$ cat src/sv/mwsa_pkg.sv
// mwsa_pkg: shared types and constants of the metric window statistics block
// no dependencies; used by the interfaces, the divider and the top level
`default_nettype none

package mwsa_pkg;

    // value format: signed q.8 fixed point
    localparam int VALUE_W     = 32;
    localparam int HELD_W      = 7;
    localparam int METRIC_W    = 3;
    localparam int CFG_IDX_W   = 4;
    localparam int CFG_DATA_W  = 64;

    // threshold registers and the one metric that alarms when falling below
    localparam int LIMIT_REGS   = 8;
    localparam int BELOW_METRIC = 4;

    localparam logic [CFG_DATA_W-1:0] LIMITS_RESET [LIMIT_REGS] = '{
        64'd5497558139136000,
        64'd0,
        64'd4503599627632640,
        64'd0,
        64'd54975581409280,
        64'd0,
        64'd16492674417920,
        64'd0
    };

    typedef enum logic [1:0] {
        ALERT_NONE = 2'd0,
        ALERT_WARN = 2'd1,
        ALERT_CRIT = 2'd2
    } alert_t;

    typedef enum logic [2:0] {
        ST_IDLE,
        ST_DROP,
        ST_ADD,
        ST_DIV,
        ST_OUT
    } mwsa_state_t;

    // threshold test; zero or negative limit means disabled
    function automatic logic crosses(
        input logic                      below,
        input logic signed [VALUE_W-1:0] v,
        input logic signed [VALUE_W-1:0] limit
    );
        logic hit;
        hit = 1'b0;
        if (limit > 32'sd0)
        begin
            hit = below ? (v < limit) : (v > limit);
        end
        return hit;
    endfunction

endpackage

`default_nettype wire

$ cat src/sv/mwsa_div.sv
// mwsa_div: iterative signed-by-unsigned restoring divider, one quotient bit a cycle
// depends on mwsa_pkg for the result width
`default_nettype none

module mwsa_div
    import mwsa_pkg::*;
#(
    parameter int DIVIDEND_W = 38,
    parameter int DIVISOR_W  = 7
)
(
    input  wire logic                         clk,
    input  wire logic                         rst_n,
    input  wire logic                         start,
    input  wire logic signed [DIVIDEND_W-1:0] dividend,
    input  wire logic [DIVISOR_W-1:0]         divisor,
    output logic                              done,
    output logic signed [VALUE_W-1:0]         quotient
);

    localparam int STEP_W = $clog2(DIVIDEND_W + 1);

    logic                    busy_reg, busy_next;
    logic                    done_reg, done_next;
    logic [STEP_W-1:0]       step_reg, step_next;
    logic                    neg_reg, neg_next;
    logic [DIVIDEND_W-1:0]   quo_reg, quo_next;
    logic [DIVISOR_W-1:0]    rem_reg, rem_next;
    logic [DIVISOR_W-1:0]    den_reg, den_next;
    logic [DIVISOR_W:0]      trial;
    logic [DIVISOR_W:0]      diff;
    logic [DIVIDEND_W-1:0]   signed_quo;

    // one restoring step: shift in the next dividend bit and try the subtract
    assign trial = {rem_reg, quo_reg[DIVIDEND_W-1]};
    assign diff  = trial - {1'b0, den_reg};

    always_comb
    begin
        busy_next = busy_reg;
        done_next = 1'b0;
        step_next = step_reg;
        neg_next  = neg_reg;
        quo_next  = quo_reg;
        rem_next  = rem_reg;
        den_next  = den_reg;
        if (start)
        begin
            busy_next = 1'b1;
            step_next = '0;
            neg_next  = dividend[DIVIDEND_W-1];
            quo_next  = dividend[DIVIDEND_W-1] ? (~dividend + 1'b1) : dividend;
            rem_next  = '0;
            den_next  = divisor;
        end
        else if (busy_reg)
        begin
            if (trial >= {1'b0, den_reg})
            begin
                rem_next = diff[DIVISOR_W-1:0];
                quo_next = {quo_reg[DIVIDEND_W-2:0], 1'b1};
            end
            else
            begin
                rem_next = trial[DIVISOR_W-1:0];
                quo_next = {quo_reg[DIVIDEND_W-2:0], 1'b0};
            end
            step_next = step_reg + 1'b1;
            if (step_reg == STEP_W'(DIVIDEND_W - 1))
            begin
                busy_next = 1'b0;
                done_next = 1'b1;
            end
        end
    end

    // control state
    always_ff @(posedge clk or negedge rst_n)
    begin
        if (!rst_n)
        begin
            busy_reg <= 1'b0;
            done_reg <= 1'b0;
            step_reg <= '0;
        end
        else
        begin
            busy_reg <= busy_next;
            done_reg <= done_next;
            step_reg <= step_next;
        end
    end

    // datapath
    always_ff @(posedge clk)
    begin
        neg_reg <= neg_next;
        quo_reg <= quo_next;
        rem_reg <= rem_next;
        den_reg <= den_next;
    end

    // restore the sign, truncating toward zero
    assign signed_quo = neg_reg ? (~quo_reg + 1'b1) : quo_reg;
    assign quotient   = signed_quo[VALUE_W-1:0];
    assign done       = done_reg;

endmodule

`default_nettype wire

$ cat config.mk
export PLATFORM = sky130hd
export DESIGN_NAME = mwsa_div
export DESIGN_NICKNAME = d
export VERILOG_FILES = /design/src/sv/mwsa_pkg.sv /design/src/sv/mwsa_div.sv
export SDC_FILE = /design/constraint.sdc
export NUM_CORES = 1
export LEC_CHECK = 0
export BUFFER_PORTS_ARGS = -buffer_cell sky130_fd_sc_hd__buf_4
export CAP_MARGIN = 10
export CORE_ASPECT_RATIO = 2
export CORE_MARGIN = 2
export CORE_UTILIZATION = 61
export DETAILED_ROUTE_END_ITERATION = 8
export GPL_TIMING_DRIVEN = 1
export PLACE_DENSITY = 0.95
export SLEW_MARGIN = 20
export SYNTH_ARGS = -nofsm -noshare
export SYNTH_HDL_FRONTEND = slang
export SYNTH_SLANG_ARGS = --single-unit
$ cat constraint.sdc
create_clock -name clk -period 4 [get_ports clk]
set_clock_uncertainty 0.1 [all_clocks]
set_input_delay 0.8 -clock clk [delete_from_list [all_inputs] [get_ports clk]]
set_output_delay 0.8 -clock clk [all_outputs]
set_load 0.02 [all_outputs]
## Word-level counts from Yosys, hierarchy flattened

Index checks and enable logic that the tools add are counted.

| storage, ports and cells | value |
|---|---|
| flip-flop bits (word level) | 61 |
| input port bits | 48 |
| output and inout bits | 33 |
| logic and storage cells | 30 |

| cells by class | value |
|---|---|
| $add $sub $neg | 4 |
| $lt $le $gt $ge | 1 |
| eq/ne operators | 1 |
| muxes and demuxes | 14 |
| bitwise operators | 2 |
| reduce and logical (&&, ||, !) cells | 1 |

Operators by type and width:

| operator | number |
|---|---|
| 38-bit 2-to-1 mux | 3 |
| 38-bit by 1-bit adder with 38-bit output, second input constant | 1 |
| 38-bit inverter | 1 |
| 32-bit by 1-bit adder with 32-bit output, second input constant | 1 |
| 32-bit 2-to-1 mux | 1 |
| 32-bit inverter | 1 |
| 6-bit 2-to-1 mux | 2 |
| 8-bit by 7-bit >= comparator with 1-bit output | 1 |
| 1-bit 2-to-1 mux | 7 |
| 7-bit 2-to-1 mux | 1 |
| 7-bit subtractor | 1 |
| 6-bit by 1-bit adder with 6-bit output, second input constant | 1 |
| 6-bit == test, second input constant | 1 |
| 2-bit nonzero test | 1 |

## Depth between registers and ports, before layout

Gate-level depths: netlist of the first run.

| depth | value |
|---|---|
| depth in word-level cells | 4 |
| gate-level depth with buffers | 9 |
| mapped depth without buffers | 8 |

## Worst setup path before layout of the first run

OpenSTA, ideal clock, no wires.

| timing | value |
|---|---|
| kind | input -> register |
| start point | input dividend[0] |
| end point | register quo_reg[30] (data pin) |
| library setup time | 0.259 ns |
| arrival time | 2.749 ns |
| required time | 3.641 ns |
| slack | 0.893 ns |
| stages | 9 |
| path buffers | 2 |
| cell sequence | inv_1 ha_1 or3b_1 clkbuf_1 or4_1 buf_2 nor4_1 mux2i_1 a211o_1 |

| on the way | value |
|---|---|
| cells in the longest elaborated chain, start to end | 4 |

Ends and longest elaborated chain:

| what | line | source |
|---|---|---|
| from (decl) | mwsa_div.sv:15 | `input wire logic signed [DIVIDEND_W-1:0] dividend,` |
| 38-bit inverter | mwsa_div.sv:52 | `quo_next = dividend[DIVIDEND_W-1] ? (~dividend + 1'b1) : dividend;` |
| 38-bit by 1-bit adder with 38-bit output | mwsa_div.sv:52 |  |
| 38-bit 2-to-1 mux | mwsa_div.sv:52 |  |
| 38-bit 2-to-1 mux | mwsa_div.sv:47 | `if (start)` |
| named net quo_next[30] | mwsa_div.sv:27 | `logic [DIVIDEND_W-1:0] quo_reg, quo_next;` |
| to (signal assigned) | mwsa_div.sv:98 | `quo_reg <= quo_next;` |
| to (decl) | mwsa_div.sv:27 |  |

The timed path passes the listed nets, and every way through them passes these cells.
A chain may end at the register's enable or synchronous reset.

## Final worst setup path of the first run

| timing | value |
|---|---|
| start point | register quo_reg[13] |
| end point | output quotient[26] |

| on the way | value |
|---|---|
| cells in the longest elaborated chain, start to end | 3 |

Ends and longest elaborated chain:

| what | line | source |
|---|---|---|
| 32-bit inverter | mwsa_div.sv:104 | `assign signed_quo = neg_reg ? (~quo_reg + 1'b1) : quo_reg;` |
| 32-bit by 1-bit adder with 32-bit output | mwsa_div.sv:104 |  |
| 32-bit 2-to-1 mux | mwsa_div.sv:104 |  |
| to (decl) | mwsa_div.sv:18 | `output logic signed [VALUE_W-1:0] quotient` |

Every way passes these cells.

==> results of run 1 <==
cells in the mapped netlist (2+ instances only):
cell,n
sky130_fd_sc_hd__a31oi_1,2
sky130_fd_sc_hd__o21a_1,2
sky130_fd_sc_hd__nand4_1,5
sky130_fd_sc_hd__or4_4,4
sky130_fd_sc_hd__ha_1,11
sky130_fd_sc_hd__nor4b_1,2
sky130_fd_sc_hd__inv_1,21
sky130_fd_sc_hd__or4_1,10
sky130_fd_sc_hd__o2111ai_1,2
sky130_fd_sc_hd__dfrtp_1,8
sky130_fd_sc_hd__nand3_1,7
sky130_fd_sc_hd__nor4_1,13
sky130_fd_sc_hd__a21oi_1,37
sky130_fd_sc_hd__edfxtp_1,46
sky130_fd_sc_hd__clkbuf_1,22
sky130_fd_sc_hd__or3_1,19
sky130_fd_sc_hd__nor2_1,52
sky130_fd_sc_hd__xnor2_1,36
sky130_fd_sc_hd__or2_2,13
sky130_fd_sc_hd__nor3_1,4
sky130_fd_sc_hd__a211o_1,3
sky130_fd_sc_hd__xor2_1,29
sky130_fd_sc_hd__buf_1,3
sky130_fd_sc_hd__buf_2,2
sky130_fd_sc_hd__o21ai_0,27
sky130_fd_sc_hd__o41ai_1,17
sky130_fd_sc_hd__nand2b_1,4
sky130_fd_sc_hd__dfxtp_1,7
sky130_fd_sc_hd__a311oi_1,4
sky130_fd_sc_hd__o31ai_1,19
sky130_fd_sc_hd__mux2i_1,5
sky130_fd_sc_hd__nand2_1,29
kinds of logic (layout without fill, tap and decap cells):
kind of cell | after synthesis | after routing | share of synthesized area (%)
AND/OR/NAND/NOR | 167 | 167 | 20.2
AO/OA/AOI/OAI | 117 | 117 | 17.4
XOR/XNOR | 65 | 65 | 13.1
flip-flops | 61 | 61 | 39.7
buffers and inverters | 50 | 123 | 4.50
adder cells (fa/ha/maj) | 12 | 12 | 3.64
multiplexers | 6 | 6 | 1.41
routing by layer:
metal	part of all wire (%)	up-vias	wire, um	track usage, %
met5	0	-	0	0
met4	5.2	0	610	21.1
met3	6.9	42	815	6.82
met2	54	257	6420	57.0
met1	34	1894	3980	31.0
li1	-	1903	-	-
path summary, 6_finish.rpt:
path,from,end,slack [ns]
setup / recovery,quo_reg[13],quotient[26],0.45
hold / removal,rst_n,done,0.17
hold reg to reg,rem_reg[6],rem_reg[6],0.36
min in group clk,rem_reg[6],rem_reg[6],0.36
setup reg to reg,quo_reg[37],rem_reg[1],1.53
max in group asynchronous,rst_n,step_reg[0],3.50
layout make-up:
| cell class | instances | area [um2] |
|---|---|---|
| inverter | 21 | 78.8 |
| timing repair buffer | 86 | 646 |
| multi-input combinational | 367 | 2420 |
| sequential | 61 | 1720 |
| tap | 90 | 113 |
| clock buffer | 10 | 229 |
| fill | 464 | 1600 |
| clock inverter | 6 | 77.6 |
power by group through the flow:
stage          combinational (uW)  sequential [uW]  clock (uW)
2_1_floorplan                 504              852           0
3_3_place_gp                  710              877           0
3_5_place_dp                  743              885           0
4_1_cts                       750              875         808
5_1_grt                       818              887         841
6_report                      756              879         811
critical path, cell delays in order, from the launching register on:
cell and delay (ns):
sky130_fd_sc_hd__edfxtp_1 0.42, sky130_fd_sc_hd__or4_1 0.63, sky130_fd_sc_hd__nor4_1 0.36, sky130_fd_sc_hd__nand2_1 0.18, sky130_fd_sc_hd__o41ai_1 0.39, sky130_fd_sc_hd__xnor2_1 0.17, sky130_fd_sc_hd__buf_4 0.16
per-stage QoR:
stage | util [%] | cell area [um2] | setup WS [ns] | cells | power (uW)
3_5_place_dp | 72.3 | 4980 | 0.584 | 625 | 1630
3_3_place_gp | 72.3 | 4980 | 0.648 | 625 | 1590
5_1_grt | 76.7 | 5280 | 0.289 | 641 | 2550
2_1_floorplan | - | 4340 | 0.893 | 478 | 1360
4_1_cts | 76.7 | 5280 | 0.432 | 641 | 2430
6_report | 76.7 | 5280 | 0.448 | 641 | 2450
==> flow_results.org, run 1 <==
** Run status
- The run finished with clean final reports.

** Detailed routing
- The first detailed-routing pass took 6 iterations.
- The first routing iteration left 424 violations.
- After detailed routing, the number of vias per cell comes to 6.39.
- Vias post-DR :: 4,096
- After detailed routing, the number of remaining DRC violations is 0.
- Post-route ant nets :: 0
- For this block, the routed nets add up to 11,800 um of wire.
- Average wire length per cell after detail routing :: 18.5 um

** Critical path
- Worst setup path category :: reg2out
- Counting cells, the worst reg-to-reg path comes to 8.
- Crit path launch type :: register
- STA classifies the critical path endpoint as a primary output.
- Data on the critical path arrives at its endpoint at 2.65 ns.
- CP required :: 3.10 ns
- Highest fanout seen on the critical path :: 4

** Yosys
- Warnings, synthesis :: 0
- Cell type with the highest aggregate area in the netlist :: sky130_fd_sc_hd__edfxtp_1
- Post-synth cell types :: 45
- Yosys reg bits :: 61
- The cell area that synthesis handed to floorplanning was 0.00434 mm2.
- Net count of the mapped netlist :: 538
- Top cell type's share of synthesized area :: 31.9%
- Sequential elements use 39.7% of the synthesized area.
- Dominant register cell in the synthesized netlist :: sky130_fd_sc_hd__edfxtp_1
- Avg Inst Size Synth :: 9.07 um2
- Share of flip-flops with an asynchronous set or reset :: 13.1%
- In this run, synthesis inferred 46 flip-flops with an integrated enable.
- Top cells by area, synth :: sky130_fd_sc_hd__edfxtp_1, sky130_fd_sc_hd__xnor2_1, sky130_fd_sc_hd__xor2_1, sky130_fd_sc_hd__dfrtp_1, sky130_fd_sc_hd__nor2_1
- Syn Inst Count :: 478

** Clocking
- In this run, post-CTS repair resized a total of 0 instances.
- Post-cts hold buffer count :: 0
- Clock-pin slew was measured on the worst setup and hold paths at 0.05 ns.
- The clock net in this run drives a total of 61 sinks.
- The clock reaches the later pin of the worst-skew pair after 0.34 ns.
- Once the clock tree was built, the setup fixing pass inserted 0 buffers.
- In this run the clock root is driven by a sky130_fd_sc_hd__clkbuf_16.
- H-tree lvl count :: 3
- TritonCTS built the clock tree.
- In this run, CTS created clock tree buffers numbering 9.
- Clock Tree Buf Depth :: 2

** Floorplanning
- Number of standard-cell rows in the floorplan :: 43
- Overall die area :: 0.00784 mm2
- The initial utilization of the core area, before any placement, comes to 63.0%.
- Die width :: 63.6 um
- In this run the count of I/O pins placed on the die edge is 81.
- The die is 123 um tall.
- The floorplan step defined a core boundary enclosing 0.00689 mm2.

** Global routing
- Initial antenna violation count :: 0
- Final global-route overflow total :: 0
- Total routing usage reported by global routing :: 31.2%
- Entering global routing, the biggest net connects 59 pins.
- Number of global-route vias before repair :: 4,007
- Global-route wire length before repair :: 18,700 um

** Power
- Logic pwr share :: 30.9%
- The clock network is responsible for 33.1% of the overall power.
- For this design the total switching power over the nets is 786 uW.
- P_int :: 1660 uW
- IR drop worst, VDD :: 325 uV
- For this design the ratio of total power to cell area is 463 mW/mm2.
- Summed over all cells, the static leakage comes to 0.00205 uW.
- The share of total power dissipated in sequential elements is 35.9%.
- Switching power share of the total :: 32.2%

** STA
- Slew margin rel. :: 33.6%
- Final setup violation count :: 0
- Timing would allow up to 0.282 GHz.
- Number of endpoints with negative hold slack in the final report :: 0
- Worst Tran Pin Value :: 0.996 ns
- Final critical delay including setup and external delays :: 3.55 ns
- Max-slew violation count :: 0
- Setup total negative slack on the finished layout was measured at 0 ns.
- Final period utilization :: 88.8%
- Setup repair after global routing left no endpoint under its margin.
- Post-route worst hold slack :: 0.171 ns

** Cells and area
- At the end of the flow, the number of nets in the layout was 606.
- Leading cell type in the layout, fill and taps excluded :: sky130_fd_sc_hd__buf_4
- Flip-flop count of the largest register after layout :: 38
- The post-route netlist has 21.4% of its cells at a drive strength greater than 1.
- From synthesis to final layout, the design area changed by 21.9%.
- The number of antenna diodes in the final layout is 0.
- Commonest cells after routing, fill and taps aside :: sky130_fd_sc_hd__buf_4, sky130_fd_sc_hd__nor2_1, sky130_fd_sc_hd__edfxtp_1, sky130_fd_sc_hd__a21oi_1, sky130_fd_sc_hd__xnor2_1

** Place
- Buffers added on ports :: 80
- Routability-driven placement finished with a final weighted congestion of 0.923.
- Summed over all nets, the half-perimeter wirelength after detailed placement is 8490 um.

** Min path
- In this run the worst hold path is classified as in2async.

** Run
- Total of max-cap violations :: 0
Note: power is estimated with default switching activity, not from simulation.
==> inputs of run 2 (changes only) <==
==> constraint.sdc (replaced) <==
create_clock -name clk -period 4.3 [get_ports clk]
set_clock_uncertainty 0.1 [all_clocks]
set_input_delay 0.86 -clock clk [delete_from_list [all_inputs] [get_ports clk]]
set_output_delay 0.86 -clock clk [all_outputs]
set_load 0.02 [all_outputs]
==> flow_results.org, run 2 (synthesized netlist as in run 1, its figures left out) <==
** Run status
- The run finished with clean final reports.

** Cells and area
- Leading cell type in the layout, fill and taps excluded :: sky130_fd_sc_hd__buf_4
- Flip-flop count of the largest register after layout :: 38
- # diodes :: 0
- Relative to the synthesized area, the layout overhead comes to 20.2%.
- Total Nets Final :: 602
- In the layout the commonest cells are sky130_fd_sc_hd__buf_4, sky130_fd_sc_hd__nor2_1, sky130_fd_sc_hd__edfxtp_1, sky130_fd_sc_hd__a21oi_1, sky130_fd_sc_hd__xnor2_1.
- Fraction of layout instances using a drive strength above 1 :: 20.5%
- Layout filler cell count :: 471
- At the end of the flow the core is filled with cells to 75.7%.
- After the flow finishes, the layout carries non-filler instances totaling 637.

** Floorplanning
- Effective utilization at floorplan :: 63.0%
- From left edge to right edge, the die measures 63.6 um.
- Overall die area :: 0.00784 mm2
- Io pins :: 81
- The die is 123 um tall.
- Number of standard-cell rows in the floorplan :: 43
- Area of the core region :: 0.00689 mm2

** Clocking
- Cts bufs inserted :: 9
- The clock passes through at most 2 buffers.
- CTS built an H-tree with a depth of 3.
- The root buffer cell chosen for the clock tree is sky130_fd_sc_hd__clkbuf_16.
- Post-CTS Setup Inserts :: 0
- Clk slew on worst S/H paths :: 0.05 ns
- TritonCTS built the clock tree.
- Post-CTS sizing :: 0
- The later pin in the worst-skew pair is clocked with a latency of 0.34 ns.
- The tree built by TritonCTS fans out to 61 sinks.
- Post-cts hold buffer count :: 0

** Global routing
- Total routing usage reported by global routing :: 30.5%
- Global-route wire length before repair :: 18,500 um
- After global routing the overflow that remains totals 0.
- Initial antenna violation count :: 0
- Pin count of the biggest net entering global routing :: 89
- The number of global-route vias before repair was 3,973.

** STA
- RSZ-0062 raised after global routing :: false
- In the finished design, the share of the clock period the worst path needs comes to 92.9%.
- Max-slew violation count :: 0
- The final number of hold-violating endpoints is 0.
- For the pin with the worst max-slew slack, the measured transition is 1.03 ns.
- Slew margin rel. :: 31.6%
- Final setup violation count :: 0
- Sum of negative setup slack :: 0 ns
- Setup slack closes at 0.305 ns.
- Final critical delay including setup and external delays :: 4.00 ns
- Maximum achievable frequency :: 0.250 GHz

** Place
- Buffers added on ports :: 80
- Post-Place Cells :: 621
- Half-perimeter wire length after placement :: 8200 um
- Before CTS, the worst setup slack after placement is 0.809 ns.
- At the end of routability-driven placement, the weighted congestion stood at 0.920.

** Critical path
- CP required :: 3.34 ns
- The worst setup path is launched from a register.
- Crit path capture type :: primary output
- Arrival @ worst endpoint :: 3.04 ns
- The critical path is of the reg2out type.
- In this run the worst path has a maximum fanout of 4.

** Detailed routing
- Before antenna repair, the detailed router went through 6 iterations.
- Once detail routing completed, the nets flagged for antenna violations numbered 0.
- In the routed layout, each cell is associated on average with a via count of 6.36.
- In the routed design, unresolved DRC markers number 0.
- Vias post-DR :: 4,050
- After the first detailed-routing iteration, the DRC count stood at 446.
- Average wire length per cell after detail routing :: 18.2 um
- After detailed routing, the total wire length is 11,600 um.

** Power
- Static Leakage :: 0.00201 uW
- Dividing total power by cell area gives a power density of 415 mW/mm2.
- Across the VDD grid, the largest voltage drop is 315 uV.

** Min path
- The tightest min-delay check is of the in2async type.

** Run
- Total of max-cap violations :: 0
## run 2: changes by cell type in the layout (fill, tap and decap cells not counted), sizes merged
cell / change
clkbuf: +3
bufinv: -2
buf: -4
clkinv: -1
## run 2: final timing paths
kind                           endpoint   startpoint  slack, ns  cells past startpoint
max                        quotient[26]   quo_reg[9]       0.30                      6
min                         step_reg[4]        rst_n       0.23                      1
min in group clk             rem_reg[1]   rem_reg[1]       0.39                      2
min reg2reg                  rem_reg[1]   rem_reg[1]       0.39                      2
max reg2reg                  rem_reg[1]  quo_reg[37]       1.84                      8
max in group asynchronous   step_reg[2]        rst_n       3.74                      1
## run 2: through the flow
stage                     instance area (um2)  power [uW]  hold WS (ns)
after floorplan                          4340        1260         0.326
after global placement                   4950        1480         0.342
after detailed placement                 4950        1510         0.393
after CTS                                5210        2160         0.229
after global routing                     5210        2260         0.242
final                                    5210        2160         0.231
## run 2: routing by layer
layer  up-vias  GRT usage (%)  part of all wire [%]
met2       227           56.3                    54
met3        45           5.73                   6.7
met1      1885           30.6                    34
li1       1893              -                     -
met4         0           20.1                   5.2
met5         -              0                     0
## run 2: final cells by class
class | count | area, um2 | area share (%)
clock buffers | 13 | 250 | 4.80
clock inverters | 3 | 12.5 | 0.240
inverters | 21 | 78.8 | 1.51
multi-input cells | 367 | 2420 | 46.4
flip-flops and latches | 61 | 1720 | 33.0
well taps | 90 | 113 | 2.16
repair buffers | 82 | 616 | 11.8
## run 2: power breakdown
group / internal (uW) / leakage, uW / switching [uW]
Sequential: 729 / 0.000634 / 86.9
Clock: 400 / 0.000129 / 250
Combinational: 313 / 0.00124 / 384
Total: 1440 / 0.00201 / 721
## run 2: critical path, stage by stage, from the launching register on
cell and delay (ns):
sky130_fd_sc_hd__edfxtp_1 0.42, sky130_fd_sc_hd__or3_1 0.45, sky130_fd_sc_hd__nor4_1 0.80, sky130_fd_sc_hd__nand2_1 0.27, sky130_fd_sc_hd__o41ai_1 0.42, sky130_fd_sc_hd__xnor2_1 0.17
sky130_fd_sc_hd__buf_4 0.16
